`config.mk`:
```
export PLATFORM = sky130hd
export DESIGN_NAME = char_lcd_4bit_write_sequencer_flat
export DESIGN_NICKNAME = d
export VERILOG_FILES = /design/src/design/clcd_pkg.sv /design/src/design/clcd_if.sv /design/src/design/char_lcd_4bit_write_sequencer.sv /design/src/design/clcd_ctrl.sv /design/src/design/clcd_datapath.sv /design/src/flat_wrapper.sv
export SDC_FILE = /design/constraint.sdc
export NUM_CORES = 1
export LEC_CHECK = 0
export BUFFER_PORTS_ARGS = -buffer_cell sky130_fd_sc_hd__buf_2
export CORE_UTILIZATION = 55
export CTS_CLUSTER_DIAMETER = 30
export CTS_CLUSTER_SIZE = 12
export DETAILED_ROUTE_END_ITERATION = 8
export PLACE_DENSITY = 0.85
export SLEW_MARGIN = 10
export SYNTH_ARGS = -nofsm -noshare
export SYNTH_HDL_FRONTEND = slang
export SYNTH_SLANG_ARGS = --single-unit
```
`constraint.sdc`:
```
create_clock -name clk -period 4.3 [get_ports clk]
set_input_delay 0.43 -clock clk [delete_from_list [all_inputs] [get_ports clk]]
set_output_delay 0.43 -clock clk [all_outputs]
set_load 0.01 [all_outputs]
```
`src/design/clcd_pkg.sv`:
```
// Shared types, register indexes and the pin-state step table of the LCD
// write sequencer. Used by the controller, the datapath and the interfaces.
package clcd_pkg;

  localparam int CfgIndexWidth = 3;
  localparam int CfgDataWidth  = 20;
  localparam int HoldWidth     = 20;
  localparam int StepWidth     = 5;

  // Operation codes carried by a request.
  localparam logic [2:0] OP_DATA    = 3'd0;
  localparam logic [2:0] OP_COMMAND = 3'd1;
  localparam logic [2:0] OP_INIT    = 3'd2;
  localparam logic [2:0] OP_CLEAR   = 3'd3;
  localparam logic [2:0] OP_CURSOR  = 3'd4;

  // Configuration register indexes.
  localparam logic [CfgIndexWidth-1:0] REG_DATA_WAIT    = 3'd0;
  localparam logic [CfgIndexWidth-1:0] REG_COMMAND_WAIT = 3'd1;
  localparam logic [CfgIndexWidth-1:0] REG_STROBE       = 3'd2;
  localparam logic [CfgIndexWidth-1:0] REG_POWER_WAIT   = 3'd3;
  localparam logic [CfgIndexWidth-1:0] REG_INIT_STEP    = 3'd4;
  localparam logic [CfgIndexWidth-1:0] REG_DISPLAY_ON   = 3'd5;
  localparam logic [CfgIndexWidth-1:0] REG_CLEAR_CODE   = 3'd6;

  // Reset values of the configuration registers.
  localparam logic [15:0] DataWaitReset    = 16'd500;
  localparam logic [15:0] CommandWaitReset = 16'd1000;
  localparam logic [7:0]  StrobeReset      = 8'd10;
  localparam logic [19:0] PowerWaitReset   = 20'd100000;
  localparam logic [15:0] InitStepReset    = 16'd10000;
  localparam logic [7:0]  DisplayOnReset   = 8'h0C;
  localparam logic [7:0]  ClearCodeReset   = 8'h01;

  typedef enum logic [1:0] {RS_HELD, RS_COMMAND, RS_DATA} rs_sel_t;
  typedef enum logic [2:0] {NIB_HELD, NIB_HIGH, NIB_LOW, NIB_WAKE, NIB_FOUR_BIT} nib_sel_t;
  typedef enum logic [2:0] {
    HOLD_STROBE, HOLD_ZERO, HOLD_DATA, HOLD_COMMAND, HOLD_POWER, HOLD_INIT_STEP
  } hold_sel_t;
  typedef enum logic [1:0] {BYTE_VALUE, BYTE_DISPLAY_ON, BYTE_CLEAR, BYTE_CURSOR} byte_sel_t;

  // One pin state, described by where each of its fields comes from.
  typedef struct packed {
    rs_sel_t   rs_sel;
    logic      enable;
    nib_sel_t  nib_sel;
    hold_sel_t hold_sel;
    byte_sel_t byte_sel;
    logic      last;
  } step_desc_t;

  typedef struct packed {
    logic       load_item;
    logic       load_out;
    step_desc_t desc;
  } clcd_cmd_t;

  typedef struct packed {
    logic out_taken;
  } clcd_status_t;

  // Wake-up nibbles used during init.
  localparam logic [3:0] WakeNibble    = 4'h3;
  localparam logic [3:0] FourBitNibble = 4'h2;

  // Pin state k of a byte write: a wait, then two enable pulses.
  function automatic step_desc_t byte_step(input logic [2:0] k, input rs_sel_t rs,
                                           input byte_sel_t bsel, input hold_sel_t wsel);
    step_desc_t d;
    d.rs_sel   = rs;
    d.byte_sel = bsel;
    d.last     = 1'b0;
    case (k)
      3'd0: begin
        d.rs_sel = RS_HELD; d.enable = 1'b0; d.nib_sel = NIB_HELD; d.hold_sel = wsel;
      end
      3'd1: begin
        d.enable = 1'b1; d.nib_sel = NIB_HIGH; d.hold_sel = HOLD_STROBE;
      end
      3'd2: begin
        d.enable = 1'b0; d.nib_sel = NIB_HIGH; d.hold_sel = HOLD_ZERO;
      end
      3'd3: begin
        d.enable = 1'b1; d.nib_sel = NIB_LOW; d.hold_sel = HOLD_STROBE;
      end
      default: begin
        d.enable = 1'b0; d.nib_sel = NIB_LOW; d.hold_sel = HOLD_ZERO;
      end
    endcase
    return d;
  endfunction

  function automatic step_desc_t step_desc(input logic [2:0] op,
                                           input logic [StepWidth-1:0] idx);
    step_desc_t d;
    logic [StepWidth-1:0] k_display;
    logic [StepWidth-1:0] k_clear;
    k_display = idx - StepWidth'(9);
    k_clear   = idx - StepWidth'(14);
    d = byte_step(idx[2:0], RS_COMMAND, BYTE_VALUE, HOLD_COMMAND);
    case (op)
      OP_DATA: begin
        d = byte_step(idx[2:0], RS_DATA, BYTE_VALUE, HOLD_DATA);
        d.last = (idx == StepWidth'(4));
      end
      OP_COMMAND: begin
        d.last = (idx == StepWidth'(4));
      end
      OP_CURSOR: begin
        d = byte_step(idx[2:0], RS_COMMAND, BYTE_CURSOR, HOLD_COMMAND);
        d.last = (idx == StepWidth'(4));
      end
      OP_CLEAR: begin
        if (idx < StepWidth'(5)) begin
          d = byte_step(idx[2:0], RS_COMMAND, BYTE_CLEAR, HOLD_COMMAND);
        end else begin
          d = '{RS_HELD, 1'b0, NIB_HELD, HOLD_COMMAND, BYTE_CLEAR, 1'b1};
        end
      end
      OP_INIT: begin
        if (idx == StepWidth'(0)) begin
          d = '{RS_COMMAND, 1'b0, NIB_HELD, HOLD_POWER, BYTE_VALUE, 1'b0};
        end else if (idx < StepWidth'(7)) begin
          d = '{RS_COMMAND, idx[0], NIB_WAKE, idx[0] ? HOLD_STROBE : HOLD_INIT_STEP,
                BYTE_VALUE, 1'b0};
        end else if (idx < StepWidth'(9)) begin
          d = '{RS_COMMAND, idx[0], NIB_FOUR_BIT, idx[0] ? HOLD_STROBE : HOLD_ZERO,
                BYTE_VALUE, 1'b0};
        end else if (idx < StepWidth'(14)) begin
          d = byte_step(k_display[2:0], RS_COMMAND, BYTE_DISPLAY_ON, HOLD_COMMAND);
        end else if (idx < StepWidth'(19)) begin
          d = byte_step(k_clear[2:0], RS_COMMAND, BYTE_CLEAR, HOLD_COMMAND);
        end else begin
          d = '{RS_HELD, 1'b0, NIB_HELD, HOLD_POWER, BYTE_VALUE, 1'b1};
        end
      end
      default: begin
        d.last = 1'b1;
      end
    endcase
    return d;
  endfunction

endpackage

```
`src/design/clcd_if.sv`:
```
// Handshake channels of the LCD write sequencer: requests, pin states and
// configuration writes. Depends on clcd_pkg for widths.
interface clcd_op_if import clcd_pkg::*; ();
  logic       valid;
  logic       ready;
  logic [2:0] op;
  logic [7:0] value;
  logic [4:0] column;
  logic [1:0] row;
  modport source (output valid, op, value, column, row, input ready);
  modport sink (input valid, op, value, column, row, output ready);
endinterface

interface clcd_pin_if import clcd_pkg::*; ();
  logic                 valid;
  logic                 ready;
  logic                 reg_select;
  logic                 enable;
  logic [3:0]           bus_nibble;
  logic [HoldWidth-1:0] hold_us;
  logic                 last;
  modport source (output valid, reg_select, enable, bus_nibble, hold_us, last, input ready);
  modport sink (input valid, reg_select, enable, bus_nibble, hold_us, last, output ready);
endinterface

interface clcd_cfg_if import clcd_pkg::*; ();
  logic                     valid;
  logic                     ready;
  logic [CfgIndexWidth-1:0] index;
  logic [CfgDataWidth-1:0]  data;
  modport source (output valid, index, data, input ready);
  modport sink (input valid, index, data, output ready);
endinterface

```
`src/design/char_lcd_4bit_write_sequencer.sv`:
```
// Character LCD write sequencer for a 4-bit HD44780-style bus. Each request
// becomes a run of pin states (register select, enable, D7..D4 and a hold
// time in microseconds), the final one marked last: five for a data, command
// or set-cursor write, six for clear and twenty for init; unused op codes are
// taken and give nothing. The controller steps one pin state at a time
// through the single output register; each pin state is held there for as
// long as the pin channel stalls. The next request is taken once the final
// pin state has been delivered. Configuration writes are taken at any time.
module char_lcd_4bit_write_sequencer import clcd_pkg::*; (
  input logic        clk,
  input logic        rst,
  clcd_op_if.sink    request,
  clcd_pin_if.source pins,
  clcd_cfg_if.sink   cfg
);

  clcd_cmd_t    cmd;
  clcd_status_t status;
  logic         req_ready;

  assign request.ready = req_ready;
  assign cfg.ready     = 1'b1;

  clcd_ctrl u_ctrl (
    .clk       (clk),
    .rst       (rst),
    .req_valid (request.valid),
    .req_ready (req_ready),
    .req_op    (request.op),
    .status    (status),
    .cmd       (cmd)
  );

  clcd_datapath u_datapath (
    .clk             (clk),
    .rst             (rst),
    .cmd             (cmd),
    .status          (status),
    .req_value       (request.value),
    .req_column      (request.column),
    .req_row         (request.row),
    .cfg_write       (cfg.valid),
    .cfg_index       (cfg.index),
    .cfg_data        (cfg.data),
    .pins_valid      (pins.valid),
    .pins_ready      (pins.ready),
    .pins_reg_select (pins.reg_select),
    .pins_enable     (pins.enable),
    .pins_bus_nibble (pins.bus_nibble),
    .pins_hold_us    (pins.hold_us),
    .pins_last       (pins.last)
  );

endmodule

```
`src/design/clcd_ctrl.sv`:
```
// Sequencing controller: takes a request and walks through its pin states.
// Depends on clcd_pkg for the step table and the command and status types.
module clcd_ctrl import clcd_pkg::*; (
  input  logic         clk,
  input  logic         rst,
  input  logic         req_valid,
  output logic         req_ready,
  input  logic [2:0]   req_op,
  input  clcd_status_t status,
  output clcd_cmd_t    cmd
);

  typedef enum logic [2:0] {
    S_IDLE = 3'b001,
    S_STEP = 3'b010,
    S_WAIT = 3'b100
  } state_t;

  state_t               state, state_next;
  logic [2:0]           op, op_next;
  logic [StepWidth-1:0] idx, idx_next;
  step_desc_t           desc;
  logic                 accept;

  always_comb begin
    desc          = step_desc(op, idx);
    req_ready     = (state == S_IDLE);
    accept        = req_valid && req_ready;
    cmd.load_item = accept;
    cmd.load_out  = (state == S_STEP);
    cmd.desc      = desc;
  end

  always_comb begin
    state_next = state;
    op_next    = op;
    idx_next   = idx;
    case (state)
      S_IDLE: begin
        if (accept) begin
          op_next  = req_op;
          idx_next = '0;
          // Unused op codes are taken and dropped without any pin state.
          if (req_op <= OP_CURSOR) begin
            state_next = S_STEP;
          end
        end
      end
      S_STEP: begin
        state_next = S_WAIT;
      end
      S_WAIT: begin
        if (status.out_taken) begin
          if (desc.last) begin
            state_next = S_IDLE;
          end else begin
            idx_next   = idx + StepWidth'(1);
            state_next = S_STEP;
          end
        end
      end
      default: begin
        state_next = S_IDLE;
      end
    endcase
  end

  always_ff @(posedge clk) begin
    if (rst) begin
      state <= S_IDLE;
      op    <= OP_DATA;
      idx   <= '0;
    end else begin
      state <= state_next;
      op    <= op_next;
      idx   <= idx_next;
    end
  end

  // The longest operation, init, has twenty pin states.
  a_idx_range: assert property (@(posedge clk) disable iff (rst)
    idx <= StepWidth'(19))
    else $error("step index beyond the longest sequence");

  a_start: assert property (@(posedge clk) disable iff (rst)
    accept && (req_op <= OP_CURSOR) |=> (state == S_STEP) && (idx == '0))
    else $error("valid request did not start its sequence");

  a_drop: assert property (@(posedge clk) disable iff (rst)
    accept && (req_op > OP_CURSOR) |=> (state == S_IDLE))
    else $error("unused op code started a sequence");

  a_last_ends: assert property (@(posedge clk) disable iff (rst)
    (state == S_WAIT) && status.out_taken && desc.last |=> (state == S_IDLE))
    else $error("sequence continued after its final pin state");

endmodule

```
`src/design/clcd_datapath.sv`:
```
// Datapath: configuration registers, held pin levels, request latch and the
// pin-state output register. Depends on clcd_pkg for the command types.
module clcd_datapath import clcd_pkg::*; (
  input  logic                     clk,
  input  logic                     rst,
  input  clcd_cmd_t                cmd,
  output clcd_status_t             status,
  input  logic [7:0]               req_value,
  input  logic [4:0]               req_column,
  input  logic [1:0]               req_row,
  input  logic                     cfg_write,
  input  logic [CfgIndexWidth-1:0] cfg_index,
  input  logic [CfgDataWidth-1:0]  cfg_data,
  output logic                     pins_valid,
  input  logic                     pins_ready,
  output logic                     pins_reg_select,
  output logic                     pins_enable,
  output logic [3:0]               pins_bus_nibble,
  output logic [HoldWidth-1:0]     pins_hold_us,
  output logic                     pins_last
);

  logic [15:0] data_wait_us;
  logic [15:0] command_wait_us;
  logic [7:0]  strobe_us;
  logic [19:0] power_wait_us;
  logic [15:0] init_step_wait_us;
  logic [7:0]  display_on_code;
  logic [7:0]  clear_code;

  logic        held_select;
  logic [3:0]  held_nibble;

  logic [7:0]  item_value;
  logic [4:0]  item_column;
  logic [1:0]  item_row;

  logic [6:0]           column_m1;
  logic [1:0]           row_m1;
  logic [7:0]           cursor_byte;
  logic [7:0]           byte_v;
  logic                 rs_v;
  logic [3:0]           nib_v;
  logic [HoldWidth-1:0] hold_v;

  always_comb begin
    // The cursor address wraps within the field widths and keeps seven bits.
    column_m1   = {2'b00, item_column} - 7'd1;
    row_m1      = item_row - 2'd1;
    cursor_byte = {1'b1, row_m1[0] | column_m1[6], column_m1[5:0]};

    case (cmd.desc.byte_sel)
      BYTE_DISPLAY_ON: byte_v = display_on_code;
      BYTE_CLEAR:      byte_v = clear_code;
      BYTE_CURSOR:     byte_v = cursor_byte;
      default:         byte_v = item_value;
    endcase

    case (cmd.desc.rs_sel)
      RS_COMMAND: rs_v = 1'b0;
      RS_DATA:    rs_v = 1'b1;
      default:    rs_v = held_select;
    endcase

    case (cmd.desc.nib_sel)
      NIB_HIGH:     nib_v = byte_v[7:4];
      NIB_LOW:      nib_v = byte_v[3:0];
      NIB_WAKE:     nib_v = WakeNibble;
      NIB_FOUR_BIT: nib_v = FourBitNibble;
      default:      nib_v = held_nibble;
    endcase

    case (cmd.desc.hold_sel)
      HOLD_STROBE:    hold_v = HoldWidth'(strobe_us);
      HOLD_DATA:      hold_v = HoldWidth'(data_wait_us);
      HOLD_COMMAND:   hold_v = HoldWidth'(command_wait_us);
      HOLD_POWER:     hold_v = power_wait_us;
      HOLD_INIT_STEP: hold_v = HoldWidth'(init_step_wait_us);
      default:        hold_v = '0;
    endcase

    status.out_taken = pins_valid && pins_ready;
  end

  always_ff @(posedge clk) begin
    if (rst) begin
      data_wait_us      <= DataWaitReset;
      command_wait_us   <= CommandWaitReset;
      strobe_us         <= StrobeReset;
      power_wait_us     <= PowerWaitReset;
      init_step_wait_us <= InitStepReset;
      display_on_code   <= DisplayOnReset;
      clear_code        <= ClearCodeReset;
      held_select       <= 1'b0;
      held_nibble       <= '0;
      pins_valid        <= 1'b0;
    end else begin
      if (cfg_write) begin
        case (cfg_index)
          REG_DATA_WAIT:    data_wait_us      <= cfg_data[15:0];
          REG_COMMAND_WAIT: command_wait_us   <= cfg_data[15:0];
          REG_STROBE:       strobe_us         <= cfg_data[7:0];
          REG_POWER_WAIT:   power_wait_us     <= cfg_data;
          REG_INIT_STEP:    init_step_wait_us <= cfg_data[15:0];
          REG_DISPLAY_ON:   display_on_code   <= cfg_data[7:0];
          REG_CLEAR_CODE:   clear_code        <= cfg_data[7:0];
          default: ;
        endcase
      end
      // Every pin state leaves its levels behind for the next one.
      if (cmd.load_out) begin
        pins_valid  <= 1'b1;
        held_select <= rs_v;
        held_nibble <= nib_v;
      end else if (status.out_taken) begin
        pins_valid <= 1'b0;
      end
    end
  end

  always_ff @(posedge clk) begin
    if (cmd.load_item) begin
      item_value  <= req_value;
      item_column <= req_column;
      item_row    <= req_row;
    end
    if (cmd.load_out) begin
      pins_reg_select <= rs_v;
      pins_enable     <= cmd.desc.enable;
      pins_bus_nibble <= nib_v;
      pins_hold_us    <= hold_v;
      pins_last       <= cmd.desc.last;
    end
  end

  a_no_overwrite: assert property (@(posedge clk) disable iff (rst)
    cmd.load_out |-> !pins_valid)
    else $error("pin state loaded over one not yet taken");

  a_no_load_while_busy: assert property (@(posedge clk) disable iff (rst)
    cmd.load_item |-> !pins_valid)
    else $error("request latched while a pin state is pending");

  a_held_follows: assert property (@(posedge clk) disable iff (rst)
    $past(cmd.load_out) |-> (held_nibble == pins_bus_nibble)
                            && (held_select == pins_reg_select))
    else $error("held pin levels differ from the last pin state");

endmodule

```
`src/flat_wrapper.sv`:
```
// flat-port wrapper written by rule: the top's interface ports become plain ports
module char_lcd_4bit_write_sequencer_flat import clcd_pkg::*;
  (clk, rst, request_valid, request_op, request_value, request_column, request_row, request_ready, pins_valid, pins_reg_select, pins_enable, pins_bus_nibble, pins_hold_us, pins_last, pins_ready, cfg_valid, cfg_index, cfg_data, cfg_ready);
  clcd_op_if request_i ();
  clcd_pin_if pins_i ();
  clcd_cfg_if cfg_i ();
  input logic clk;
  input logic rst;
  input wire logic [$bits(request_i.valid)-1:0] request_valid;
  input wire logic [$bits(request_i.op)-1:0] request_op;
  input wire logic [$bits(request_i.value)-1:0] request_value;
  input wire logic [$bits(request_i.column)-1:0] request_column;
  input wire logic [$bits(request_i.row)-1:0] request_row;
  output wire logic [$bits(request_i.ready)-1:0] request_ready;
  output wire logic [$bits(pins_i.valid)-1:0] pins_valid;
  output wire logic [$bits(pins_i.reg_select)-1:0] pins_reg_select;
  output wire logic [$bits(pins_i.enable)-1:0] pins_enable;
  output wire logic [$bits(pins_i.bus_nibble)-1:0] pins_bus_nibble;
  output wire logic [$bits(pins_i.hold_us)-1:0] pins_hold_us;
  output wire logic [$bits(pins_i.last)-1:0] pins_last;
  input wire logic [$bits(pins_i.ready)-1:0] pins_ready;
  input wire logic [$bits(cfg_i.valid)-1:0] cfg_valid;
  input wire logic [$bits(cfg_i.index)-1:0] cfg_index;
  input wire logic [$bits(cfg_i.data)-1:0] cfg_data;
  output wire logic [$bits(cfg_i.ready)-1:0] cfg_ready;
  assign request_i.valid = request_valid;
  assign request_i.op = request_op;
  assign request_i.value = request_value;
  assign request_i.column = request_column;
  assign request_i.row = request_row;
  assign request_ready = request_i.ready;
  assign pins_valid = pins_i.valid;
  assign pins_reg_select = pins_i.reg_select;
  assign pins_enable = pins_i.enable;
  assign pins_bus_nibble = pins_i.bus_nibble;
  assign pins_hold_us = pins_i.hold_us;
  assign pins_last = pins_i.last;
  assign pins_i.ready = pins_ready;
  assign cfg_i.valid = cfg_valid;
  assign cfg_i.index = cfg_index;
  assign cfg_i.data = cfg_data;
  assign cfg_ready = cfg_i.ready;
  char_lcd_4bit_write_sequencer u_core (.clk(clk), .rst(rst), .request(request_i), .pins(pins_i), .cfg(cfg_i));
endmodule
```
* Yosys cells after proc, flatten, opt, wreduce, memory -nomap -nowiden
Cells that the tools add are included.
Widths: inputs -> output; s select.
** Cells by class
- Add/subtract/negate cells :: 5
- Multipliers :: 0
- Div/mod/pow operators :: 0
- $lt $le $gt $ge :: 6
- Equality and inequality tests :: 40
- Shift-type cells :: 0
- Mux-type cells :: 33
- Bitwise logic cells :: 1
- Reduce and logical (&&, ||, !) cells :: 22
** Operators with widths (count)
- $pmux 7 s4 :: 4
- $pmux 20 s5 :: 1
- $mux 12 :: 5
- $eq 3x2->1 const B :: 15
- $pmux 11 s4 :: 1
- $eq 3x3->1 const B :: 8
- $pmux 8 s3 :: 1
- $eq 3x1->1 const B :: 7
- $logic_not 3->1 :: 6
- $pmux 4 s4 :: 1
- $reduce_and 2->1 :: 8
- $mux 5 :: 3
- $mux 3 :: 4
- $mux 11 :: 1
- $lt 5x3->1 const B :: 2
- $lt 5x4->1 const B :: 2
- $pmux 5 s2 :: 1
- $pmux 3 s3 :: 1
- $eq 2x2->1 const B :: 3
- $mux 1 :: 6
- $ne 2x1->1 const B :: 3
- $sub 5x1->6 const B :: 1
- $add 5x1->5 const B :: 1
- $eq 5x3->1 const B :: 1
- other kinds (17) :: 21
** Storage, ports and cells
- Register bits after elaboration :: 150
- Latch bits :: 0
- RAM bits :: 0
- ROM bits :: 0
- Input bits :: 46
- Output and inout bits :: 30
- Word-level logic and storage cells :: 128
- Memories kept :: 0

* Depth between registers and ports, before layout
Gate-level depths: netlist (run 1).
- Depth after elaboration :: 12
- Gate-level depth with buffers :: 13
- Mapped depth without buffers :: 11

* By module
From an unflattened synthesis (run 1), not the netlist that was laid out.
** Unflattened totals
- Cell total of the unflattened synthesis :: 800
- Area total of the unflattened synthesis :: 7130.6 um^2
** By module, submodules not included
- clcd_datapath :: instances 1, cells each 622, area an instance 5835.6 um^2, sequential area each 3193.1 um^2
- clcd_ctrl :: instances 1, cells each 176, area an instance 1283.7 um^2, sequential area each 220.2 um^2
- char_lcd_4bit_write_sequencer :: instances 1, cells each 2, area an instance 11.3 um^2, sequential area each 0.0 um^2

* Least setup slack after synthesis (run 1)
Ideal clock, no wire load.
- Path kind :: register to register
- From :: register u_core.u_ctrl.idx[0]
- To :: register u_core.u_datapath.pins_hold_us[0], data pin
- Library setup time :: 0.274 ns
- Arrival time :: 2.282 ns
- Path slack :: 1.743 ns
- Stages on the path, launching flop included :: 12
- Period minus slack after synthesis :: 2.557 ns
- Cells stage by stage :: dfxtp_1 -> buf_2 -> inv_1 -> ha_1 -> or2_2 -> nand3_1 -> o32ai_1 -> a221oi_1 -> a21oi_2 -> buf_2 -> a221oi_1 -> a31oi_1
** On the way
- Cells in the longest elaborated chain, start to end :: 11
- Elaborated cells on any way between the ends :: 39
** RTL lines
- from (decl) :: line clcd_ctrl.sv:21 : logic [StepWidth-1:0] idx, idx_next;
- from (signal assigned) :: line clcd_ctrl.sv:76 : idx <= idx_next;
- $sub 3x3->3 :: line clcd_pkg.sv:99 : k_clear = idx - StepWidth'(14);
- $eq 3x2->1, or another cell as far along :: line clcd_pkg.sv:73 : case (k)
- $pmux 7 s4 :: line clcd_pkg.sv:73
- $mux 11 :: line clcd_pkg.sv:131 : end else if (idx < StepWidth'(19)) begin
- $mux 12 :: line clcd_pkg.sv:129 : end else if (idx < StepWidth'(14)) begin
- $mux 12 :: line clcd_pkg.sv:126 : end else if (idx < StepWidth'(9)) begin
- $mux 12 :: line clcd_pkg.sv:123 : end else if (idx < StepWidth'(7)) begin
- $mux 12 :: line clcd_pkg.sv:121 : if (idx == StepWidth'(0)) begin
- $pmux 11 s4 (*) :: line clcd_pkg.sv:101 : case (op)
- $eq 3x3->1, or another cell as far along :: line clcd_datapath.sv:73 : case (cmd.desc.hold_sel)
- $pmux 20 s5 (*) :: line clcd_datapath.sv:73
- via u_core.u_datapath.hold_v[0] :: line clcd_datapath.sv:44 : logic [HoldWidth-1:0] hold_v;
- to (signal assigned) :: line clcd_datapath.sv:131 : pins_hold_us <= hold_v;
- to (decl) :: line clcd_datapath.sv:19 : output logic [HoldWidth-1:0] pins_hold_us,
Mark *: on every way through the listed nets, which the timed path passes. The rest lies on a longest branch.
A chain may end at the register's enable or synchronous reset.

* Final worst setup path (run 1)
- From :: register u_core.u_ctrl.idx[0]
- To :: register u_core.u_datapath.pins_hold_us[6], data pin
The elaborated chain is that of the path after synthesis.

==> results of run 1 <==
==> per-layer routing <==
layer,global-route usage,vias to the layer above,share of wire
met5,0,-,0
met3,0.0600,39,0.084
met2,0.435,300,0.46
li1,-,2919,-
met4,0.115,0,0.021
met1,0.380,2887,0.43
==> flip-flops by register name (all words and copies together), names as in the netlist, 4 cells and up <==
name / flops
u_core.u_datapath.display_on_code: 8
u_core.u_datapath.item_column: 5
u_core.u_datapath.command_wait_us: 16
u_core.u_datapath.strobe_us: 8
u_core.u_datapath.pins_hold_us: 20
u_core.u_datapath.clear_code: 8
u_core.u_datapath.held_nibble: 4
u_core.u_datapath.init_step_wait_us: 16
u_core.u_datapath.pins_bus_nibble: 4
u_core.u_ctrl.idx: 5
u_core.u_datapath.item_value: 8
u_core.u_datapath.power_wait_us: 20
u_core.u_datapath.data_wait_us: 16
==> cell type report <==
class	instances	area [um2]
Multi-Input combinational cell	587	3270
Clock buffer	26	510
Tap cell	168	210
Sequential cell	150	3410
Fill cell	1003	4180
Inverter	11	41.3
Clock inverter	6	65.1
Timing Repair Buffer	81	425
==> worst max path at each step <==
stage | slack (ns) | cells after the start | endpoint | start
2_1_floorplan | 1.74 | 11 | u_core.u_datapath.pins_hold_us[0]$_DFFE_PP_ | u_core.u_ctrl.idx[0]$_SDFFE_PP0P_
3_3_place_gp | 1.22 | 9 | u_core.u_datapath.pins_hold_us[7]$_DFFE_PP_ | u_core.u_ctrl.idx[0]$_SDFFE_PP0P_
3_5_place_dp | 1.19 | 9 | u_core.u_datapath.pins_hold_us[6]$_DFFE_PP_ | u_core.u_ctrl.idx[0]$_SDFFE_PP0P_
4_1_cts | 1.19 | 9 | u_core.u_datapath.pins_hold_us[6]$_DFFE_PP_ | u_core.u_ctrl.idx[0]$_SDFFE_PP0P_
5_1_grt | 0.90 | 9 | u_core.u_datapath.pins_hold_us[7]$_DFFE_PP_ | u_core.u_ctrl.idx[0]$_SDFFE_PP0P_
6_report | 1.11 | 9 | u_core.u_datapath.pins_hold_us[6]$_DFFE_PP_ | u_core.u_ctrl.idx[0]$_SDFFE_PP0P_
==> logic make-up (layout without fill, tap and decap cells) <==
| family | after synthesis | in the layout | synth area share |
|---|---|---|---|
| compound gates | 207 | 207 | 0.198 |
| xor+xnor | 7 | 7 | 0.00889 |
| mux | 6 | 6 | 0.00889 |
| other cells | 1 | 1 | 0.000544 |
| buf+inv | 54 | 124 | 0.0334 |
| fa+ha+maj | 12 | 12 | 0.0218 |
| simple gates | 354 | 354 | 0.233 |
| flops | 150 | 150 | 0.495 |
==> per-stage QoR <==
step,total power (W),std cells
floorplan,0.00204,791
global placement,0.00220,997
detailed placement,0.00221,997
CTS,0.00364,1029
global route,0.00378,1029
finish,0.00365,1029
==> Yosys cell counts, types with 6 or more instances <==
cell type,number,share of area
a221oi_1,18,0.023
clkbuf_1,27,0.015
a21oi_1,91,0.066
nand2_1,214,0.12
nand3_1,11,0.0080
and3_1,6,0.0054
nor3_1,6,0.0044
nand2b_1,11,0.010
inv_1,11,0.0060
nor2b_1,7,0.0063
buf_2,10,0.0073
o22ai_1,6,0.0054
nand3b_1,29,0.032
ha_1,12,0.022
dfxtp_1,109,0.32
a31oi_1,15,0.014
a22oi_1,16,0.017
o21ai_0,18,0.013
edfxtp_1,41,0.18
nor2_1,49,0.027
==> power by group <==
group / switching [W] / leakage [nW] / internal (W) / total, W
clock network: 0.000569 / 0.285 / 0.000879 / 0.00145
registers: 0.0000478 / 1.27 / 0.00154 / 0.00159
logic: 0.000391 / 1.52 / 0.000225 / 0.000615
total: 0.00101 / 3.08 / 0.00264 / 0.00365
==> run summary, run 1 <==
WL/cell: 16.7 um
commonest cells after routing, fill and taps aside: nand2_1, dfxtp_1, a21oi_1
Critical R2R Launch: u_core.u_ctrl.idx[0]$_SDFFE_PP0P_
syn nets: 849
die span in y: 114 um
Worst Path Max Fanout: 37
Die Area: 13000 um2
H-Tree Depth: 4
Worst Setup Start Kind: flop
Worst EP arrival: 3.46 ns
unrepaired setup endpoints after global routing: no
setup violators final: 0
final antenna-violating net count: 0
Buf/Inv on CP: 2
Syn Area/Cell: 8.72 um2
worst slew pin tran: 1.02 ns
sequential share of the synthesized area: 0.495
vias after detailed routing: 6145
overall routing resource usage: 0.280
drt total wl: 17200 um
# rows: 40
layout cells sized above 1: 0.145
clock sinks: 150
Clock Latency Late Sink: 0.43 ns
YS warnings: 0
Hold Crit Endpoint: u_core.u_datapath.item_value[1]$_DFFE_PP_
post-synthesis register bit count: 150
Initial Util: 0.570
global-route wire length before repair: 28200 um
Final GP Congestion: 0.940
post-layout minimum cycle time: 3.19 ns
Pre-antenna DRT Iters: 6
DR iter-0 viols: 531
commonest non-fill, non-tap cell in the layout: nand2_1
fin area: 7940 um2
CTS Buf Count: 17
hold depth: 1
# diodes: 0
IO Port Bufs: 73
Yosys cell types: 66
worst min path class: input pin to flop
hpwl dp: 10700 um
Setup Skew: 0.00861 ns
R2R setup slack: 1.11 ns
CP top delay family: simple AND/OR/NAND/NOR gates
CTS tree: built
Crit path largest cell delay: 0.70 ns
Slew headroom: 0.318
slowest stage cell, crit path: dfxtp_1
max_cap viols: 0
Critical Path Sink Type: flop
largest net degree at the start of global routing: 75
Final Cycle Share: 0.741
kind of critical path: flop to flop
Hold Path Origin: request_value[1]
utilization after layout: 0.655
Crit Reg-Reg Endpoint: u_core.u_datapath.pins_hold_us[6]$_DFFE_PP_
area post-placement: 7360 um2
layout net count: 906
asr flop ratio synth: 0
GRT Residual Overflow: 0
Cell Chain, Critical Path: inv_1 > ha_1 > nor2b_1 > o21ai_0 > a21oi_2 > buf_4 > nor2_1 > a22oi_1 > a31oi_1
synthesized area: 6900 um2
data required time of the worst path: 4.57 ns
post-CTS sizing: 0
Post-CTS Hold Fix Bufs: 0
Die W: 114 um
initial antenna violation count: 0
Post-Synthesis Cells: 791
status: complete, no violations
Worst Hold Margin: 0.179 ns
power per cell area: 460 nW/um2
fmax: 314 MHz
clk buf depth: 2
I/O pin count: 76
Peak VDD IR: 0.231 mV
DRC: 0
setup tns final: 0 ns
Core ar.: 12100 um2
Post-CTS Setup Bufs: 0
Post-synth EDFFs: 41
clk root buf: clkbuf_16
clock-pin slew on the worst setup and hold paths: 0.06 ns
Vias per Instance: 5.97
leakage: 3.08 nW
post-place setup slack: 1.19 ns
cells on worst reg2reg path: 9
Syn-to-layout area delta: 15.0%
post-route setup slack: 1.11 ns
ys flop type: dfxtp_1
Max Slew Vio Count: 0
vias in the first global route: 5834
Hold Vio Cnt, Final: 0
Power figures use the tool's default switching activity.
==> run 2: changes to the inputs <==
==> constraint.sdc (replaced) <==
create_clock -name clk -period 3.1 [get_ports clk]
set_input_delay 0.31 -clock clk [delete_from_list [all_inputs] [get_ports clk]]
set_output_delay 0.31 -clock clk [all_outputs]
set_load 0.01 [all_outputs]
==> run summary, run 2 (synthesis results as in run 1) <==
# diodes: 0 (unchanged)
GRT Residual Overflow: 0 (unchanged)
setup violators final: 0 (unchanged)
Net Sw Power: 0.00149 W (was 0.00101 W)
max_cap viols: 0 (unchanged)
Core ar.: 12100 um2 (unchanged)
leakage: 3.13 nW (was 3.08 nW)
global-route wire length before repair: 28700 um (was 28200 um)
data required time of the worst path: 3.26 ns (was 4.57 ns)
post-route setup slack: 0.254 ns (was 1.11 ns)
initial antenna violation count: 0 (unchanged)
Pre-antenna DRT Iters: 5 (was 6)
IO Port Bufs: 73 (unchanged)
Worst Hold Margin: 0.0670 ns (was 0.179 ns)
cells on worst reg2reg path: 10 (was 9)
commonest non-fill, non-tap cell in the layout: nand2_1 (unchanged)
setup tns final: 0 ns (unchanged)
grt met1 use: 0.375 (was 0.380)
Max Slew Vio Count: 0 (unchanged)
CTS Buf Count: 17 (unchanged)
I/O pin count: 76 (unchanged)
Clk network pwr share: 0.390 (was 0.397)
post-layout minimum cycle time: 2.85 ns (was 3.19 ns)
Slew headroom: 0.349 (was 0.318)
vias in the first global route: 5916 (was 5834)
dpl cells: 1009 (was 997)
Peak VDD IR: 0.331 mV (was 0.231 mV)
clk root buf: clkbuf_16 (unchanged)
met3 Resource Use GR: 0.0627 (was 0.0600)
status: complete, no violations (unchanged)
clock-pin slew on the worst setup and hold paths: 0.06 ns (about the same)
Clock Latency Late Sink: 0.42 ns (was 0.43 ns)
Hold Vio Cnt, Final: 0 (unchanged)
Comb power frac: 0.180 (was 0.169)
hpwl dp: 11200 um (was 10700 um)
clk buf depth: 2 (unchanged)
commonest cells after routing, fill and taps aside: nand2_1, dfxtp_1, a21oi_1 (unchanged)
DR iter-0 viols: 708 (was 531)
Initial Util: 0.570 (unchanged)
post-place setup slack: 0.333 ns (was 1.19 ns)
worst min path class: input pin to flop (unchanged)
Die W: 114 um (unchanged)
kind of critical path: flop to flop (unchanged)
die span in y: 114 um (unchanged)
layout cells sized above 1: 0.163 (was 0.145)
Final GP Congestion: 0.946 (was 0.940)
sw frac: 0.292 (was 0.276)
clock sinks: 150 (unchanged)
Crit Reg-Reg Endpoint: u_core.u_datapath.pins_hold_us[5]$_DFFE_PP_ (was u_core.u_datapath.pins_hold_us[6]$_DFFE_PP_)
overall routing resource usage: 0.283 (was 0.280)
final antenna-violating net count: 0 (unchanged)
met2 Usage GRT: 0.457 (was 0.435)
R2R setup slack: 0.25 ns (was 1.11 ns)
fmax: 351 MHz (was 314 MHz)
Cell Int Power: 0.00360 W (was 0.00264 W)
Critical Path Sink Type: flop (unchanged)
drt total wl: 17900 um (was 17200 um)
H-Tree Depth: 4 (unchanged)
worst setup path start: u_core.u_ctrl.idx[2]$_SDFFE_PP0P_ (was u_core.u_ctrl.idx[0]$_SDFFE_PP0P_)
post-CTS sizing: 0 (unchanged)
Most Used Layer, Global Route: met2 (unchanged)
Worst Path Max Fanout: 36 (was 37)
power per cell area: 632 nW/um2 (was 460 nW/um2)
Final Cycle Share: 0.918 (was 0.741)
Seq pwr share: 0.430 (was 0.434)
Die Area: 13000 um2 (unchanged)
post-route insts no fill: 1041 (was 1029)
largest net degree at the start of global routing: 95 (was 75)
WL/cell: 17.2 um (was 16.7 um)
Critical Path Sink: u_core.u_datapath.pins_hold_us[5]$_DFFE_PP_ (was u_core.u_datapath.pins_hold_us[6]$_DFFE_PP_)
Post-CTS Hold Fix Bufs: 0 (unchanged)
Setup Skew: 0.00903 ns (was 0.00861 ns)
worst slew pin tran: 0.976 ns (was 1.02 ns)
Top Registers: u_core.u_datapath.pins_hold_us (20), u_core.u_datapath.power_wait_us (20) (unchanged)
utilization after layout: 0.664 (was 0.655)
# rows: 40 (unchanged)
DRC: 0 (unchanged)
layout net count: 918 (was 906)
unrepaired setup endpoints after global routing: no (unchanged)
Post-CTS Setup Bufs: 0 (unchanged)
Syn-to-layout area delta: 16.6% (was 15.0%)
CTS tree: built (unchanged)
vias after detailed routing: 6234 (was 6145)
Vias per Instance: 5.99 (was 5.97)
Worst EP arrival: 3.01 ns (was 3.46 ns)
Critical R2R Launch: u_core.u_ctrl.idx[2]$_SDFFE_PP0P_ (was u_core.u_ctrl.idx[0]$_SDFFE_PP0P_)
Worst Setup Start Kind: flop (unchanged)
-- run 2: changes by cell type in the layout (fill, tap and decap cells not counted) --
cell / previous run / this run
clkbuf_8: 3 / 0
clkinv_2: 1 / 2
clkinvlp_4: 0 / 5
inv_8: 0 / 2
clkbuf_1: 5 / 0
buf_4: 8 / 18
buf_12: 0 / 2
inv_6: 1 / 3
clkbuf_16: 18 / 17
inv_4: 2 / 1
-- run 2: how the worst min path moves through the flow --
stage,start,endpoint,cells past startpoint
3_5_place_dp,u_core.u_datapath.power_wait_us[19]$_SDFFE_PP0P_,u_core.u_datapath.power_wait_us[19]$_SDFFE_PP0P_,2
4_1_cts,request_column[1],u_core.u_datapath.item_column[1]$_DFFE_PP_,1
5_1_grt,request_value[4],u_core.u_datapath.item_value[4]$_DFFE_PP_,1
2_1_floorplan,request_column[0],u_core.u_datapath.item_column[0]$_DFFE_PP_,0
6_report,request_column[0],u_core.u_datapath.item_column[0]$_DFFE_PP_,1
3_3_place_gp,u_core.u_datapath.power_wait_us[19]$_SDFFE_PP0P_,u_core.u_datapath.power_wait_us[19]$_SDFFE_PP0P_,2
-- run 2: power groups by stage --
stage	Combinational, W	Clock [W]	Sequential (W)
floorplan	0.000615	0	0.00221
global placement	0.000871	0	0.00222
detailed placement	0.000894	0	0.00223
CTS	0.000900	0.00199	0.00218
global route	0.000993	0.00208	0.00219
finish	0.000917	0.00198	0.00219
-- run 2: metrics by stage --
step	total power (W)	instance area, um2
CTS	0.00508	8040
floorplan	0.00283	6900
global route	0.00526	8040
global placement	0.00309	7470
detailed placement	0.00312	7470
finish	0.00508	8040
-- run 2: layout make-up --
| type | instances | area [um2] |
|---|---|---|
| clock buffer | 17 | 425 |
| inverter | 11 | 41.3 |
| multi-input combinational | 587 | 3270 |
| tap | 168 | 210 |
| timing repair buffer | 93 | 541 |
| clock inverter | 15 | 141 |
| sequential | 150 | 3410 |
| fill | 994 | 4070 |
-- run 2: worst max-delay path: stages, from the launching register on --
cell,delay [ns]
dfxtp_1,0.47
inv_1,0.16
ha_1,0.29
a211o_1,0.40
a2bb2oi_1,0.18
o32ai_1,0.11
a221oi_1,0.36
a21oi_2,0.08
buf_12,0.18
a221oi_1,0.26
a31oi_1,0.08
-- run 2: layer usage --
| metal | share of wire | vias up |
|---|---|---|
| met4 | 0.021 | 0 |
| met1 | 0.42 | 2920 |
| met3 | 0.086 | 46 |
| met2 | 0.48 | 321 |
| met5 | 0 | - |
| li1 | - | 2947 |
==> run 3: changes to the inputs <==
--- a/config.mk
+++ b/config.mk
@@ -10,6 +10,7 @@
 export CTS_CLUSTER_DIAMETER = 30
 export CTS_CLUSTER_SIZE = 12
 export DETAILED_ROUTE_END_ITERATION = 8
+export GPL_TIMING_DRIVEN = 0
 export PLACE_DENSITY = 0.85
 export SLEW_MARGIN = 10
 export SYNTH_ARGS = -nofsm -noshare
==> constraint.sdc (replaced) <==
create_clock -name clk -period 3.2 [get_ports clk]
set_input_delay 0.32 -clock clk [delete_from_list [all_inputs] [get_ports clk]]
set_output_delay 0.32 -clock clk [all_outputs]
set_load 0.01 [all_outputs]
==> run summary, run 3 (synthesis results as in run 1) <==
worst slew pin tran: 1.16 ns (was 0.976 ns)
Peak VDD IR: 0.372 mV (was 0.331 mV)
commonest non-fill, non-tap cell in the layout: nand2_1 (unchanged)
setup tns final: 0 ns (unchanged)
overall routing resource usage: 0.304 (was 0.283)
data required time of the worst path: 3.44 ns (was 3.26 ns)
drt total wl: 19200 um (was 17900 um)
IO Port Bufs: 73 (unchanged)
DRC: 0 (unchanged)
CTS Buf Count: 17 (unchanged)
Critical Path Sink Type: flop (unchanged)
Clock Latency Late Sink: 0.44 ns (was 0.42 ns)
Setup Skew: 0.00765 ns (was 0.00903 ns)
DR iter-0 viols: 596 (was 708)
Critical R2R Launch: u_core.u_ctrl.idx[2]$_SDFFE_PP0P_ (unchanged)
Max Slew Vio Count: 0 (unchanged)
max_cap viols: 0 (unchanged)
Clk network pwr share: 0.398 (was 0.390)
setup violators final: 0 (unchanged)
commonest cells after routing, fill and taps aside: nand2_1, dfxtp_1, a21oi_1 (unchanged)
met3 Resource Use GR: 0.0707 (was 0.0627)
Vias per Instance: 6.01 (was 5.99)
grt met1 use: 0.405 (was 0.375)
Hold Crit Endpoint: u_core.u_datapath.item_column[0]$_DFFE_PP_ (unchanged)
fmax: 321 MHz (was 351 MHz)
Top Registers: u_core.u_datapath.pins_hold_us (20), u_core.u_datapath.power_wait_us (20) (unchanged)
Cell Chain, Critical Path: buf_4 > inv_1 > ha_1 > a211o_1 > a21oi_1 > nor2_1 > o41ai_4 > buf_2 > a221oi_1 > a31oi_1 (was inv_1 > ha_1 > a211o_1 > a2bb2oi_1 > o32ai_1 > a221oi_1 > a21oi_2 > buf_12 > a221oi_1 > a31oi_1)
Hold Path Origin: request_column[0] (unchanged)
power per cell area: 626 nW/um2 (was 632 nW/um2)
hold depth: 1 (unchanged)
clk root buf: clkbuf_16 (unchanged)
largest net degree at the start of global routing: 34 (was 95)
die span in y: 114 um (unchanged)
Final Cycle Share: 0.973 (was 0.918)
Worst Setup Start Kind: flop (unchanged)
Initial Util: 0.570 (unchanged)
initial antenna violation count: 0 (unchanged)
kind of critical path: flop to flop (unchanged)
I/O pin count: 76 (unchanged)
sw frac: 0.298 (was 0.292)
Seq pwr share: 0.416 (was 0.430)
area post-placement: 7470 um2 (about the same)
Worst EP arrival: 3.35 ns (was 3.01 ns)
Slew headroom: 0.228 (was 0.349)
layout cells sized above 1: 0.158 (was 0.163)
Most Used Layer, Global Route: met2 (unchanged)
met2 Usage GRT: 0.463 (was 0.457)
cells on worst reg2reg path: 10 (unchanged)
clk buf depth: 2 (unchanged)
GRT Residual Overflow: 0 (unchanged)
Total Power: 0.00508 W (about the same)
clock-pin slew on the worst setup and hold paths: 0.07 ns (was 0.06 ns)
Pre-antenna DRT Iters: 6 (was 5)
vias after detailed routing: 6406 (was 6234)
slowest stage cell, crit path: o41ai_4 (was dfxtp_1)
Die W: 114 um (unchanged)
# rows: 40 (unchanged)
CTS tree: built (unchanged)
fin area: 8110 um2 (was 8040 um2)
status: complete, no violations (unchanged)
Core ar.: 12100 um2 (unchanged)
Die Area: 13000 um2 (unchanged)
leakage: 3.15 nW (was 3.13 nW)
Net Sw Power: 0.00151 W (was 0.00149 W)
# diodes: 0 (unchanged)
Crit Reg-Reg Endpoint: u_core.u_datapath.pins_hold_us[2]$_DFFE_PP_ (was u_core.u_datapath.pins_hold_us[5]$_DFFE_PP_)
H-Tree Depth: 4 (unchanged)
global-route wire length before repair: 29800 um (was 28700 um)
Cell Int Power: 0.00356 W (was 0.00360 W)
Final GP Congestion: 0.930 (was 0.946)
Post-CTS Hold Fix Bufs: 0 (unchanged)
FILL cells: 976 (was 994)
Worst Path Max Fanout: 10 (was 36)
layout net count: 943 (was 918)
R2R setup slack: 0.09 ns (was 0.25 ns)
WL/cell: 18.0 um (was 17.2 um)
vias in the first global route: 5878 (was 5916)
worst min path class: input pin to flop (unchanged)
Syn-to-layout area delta: 17.6% (was 16.6%)
final antenna-violating net count: 0 (unchanged)
Crit path largest cell delay: 0.54 ns (was 0.47 ns)
post-layout minimum cycle time: 3.11 ns (was 2.85 ns)
Comb power frac: 0.185 (was 0.180)
Hold Vio Cnt, Final: 0 (unchanged)
hpwl dp: 12900 um (was 11200 um)
clock sinks: 150 (unchanged)
==> run 3: how the worst max path moves through the flow <==
stage / to / slack (ns) / depth (start not counted) / startpoint
after floorplan: u_core.u_datapath.pins_hold_us[0]$_DFFE_PP_ / 0.64 / 11 / u_core.u_ctrl.idx[0]$_SDFFE_PP0P_
final: u_core.u_datapath.pins_hold_us[2]$_DFFE_PP_ / 0.09 / 10 / u_core.u_ctrl.idx[2]$_SDFFE_PP0P_
after CTS: u_core.u_datapath.pins_hold_us[0]$_DFFE_PP_ / 0.05 / 11 / u_core.u_ctrl.idx[0]$_SDFFE_PP0P_
after detailed placement: u_core.u_datapath.pins_hold_us[2]$_DFFE_PP_ / -0.13 / 10 / u_core.u_ctrl.idx[0]$_SDFFE_PP0P_
after global routing: u_core.u_datapath.pins_hold_us[5]$_DFFE_PP_ / -0.04 / 10 / u_core.u_ctrl.idx[2]$_SDFFE_PP0P_
after global placement: u_core.u_datapath.pins_hold_us[1]$_DFFE_PP_ / -0.1 / 10 / u_core.u_ctrl.idx[0]$_SDFFE_PP0P_
==> run 3: power groups by stage <==
stage	combinational, W	sequential (W)	clock [W]
global placement	0.000873	0.00215	0
detailed placement	0.000882	0.00215	0
global route	0.00100	0.00212	0.00211
CTS	0.000897	0.00211	0.00201
floorplan	0.000596	0.00214	0
finish	0.000941	0.00211	0.00202
==> run 3: layout make-up <==
type                            instances  area [um2]  area share
Buffer                                 43         193      0.0237
Clock buffer                           17         425      0.0524
Clock inverter                         15         168      0.0207
Inverter                               11        41.3     0.00509
Multi-Input combinational cell        587        3280       0.404
Sequential cell                       150        3410       0.421
Tap cell                              168         210      0.0259
Timing Repair Buffer                   75         380      0.0469
==> run 3: metrics by stage <==
stage | setup WS [ns] | cells | hold WS, ns | utilization
after global placement | -0.0951 | 1032 | 0.438 | 0.617
after detailed placement | -0.131 | 1032 | 0.445 | 0.617
final | 0.0871 | 1066 | 0.0563 | 0.670
after global routing | -0.0368 | 1066 | 0.0539 | 0.670
after CTS | 0.0489 | 1064 | 0.0575 | 0.667
after floorplan | 0.643 | 791 | 0.419 | -
==> run 3: repair_timing <==
action | CTS | global route
setup endpoints to repair | 16 | 17
gates resized for setup | 4 | 5
pin swaps | 0 | 1
setup buffers | 0 | 2
==> run 3: layer usage <==
| metal | vias to the layer above | routed length [um] |
|---|---|---|
| li1 | 2999 | - |
| met5 | - | 0 |
| met3 | 53 | 1930 |
| met4 | 0 | 577 |
| met1 | 2990 | 7940 |
| met2 | 364 | 8770 |
==> run 3: critical path, delay by kind of cell (launching register included) <==
kind / cells / cell delay [ns]
DFF: 1 / 0.36
adders and majority gates: 1 / 0.27
AOI/OAI and AO/OA: 5 / 1.49
and+or+nand+nor: 1 / 0.08
buffers and inverters: 3 / 0.70
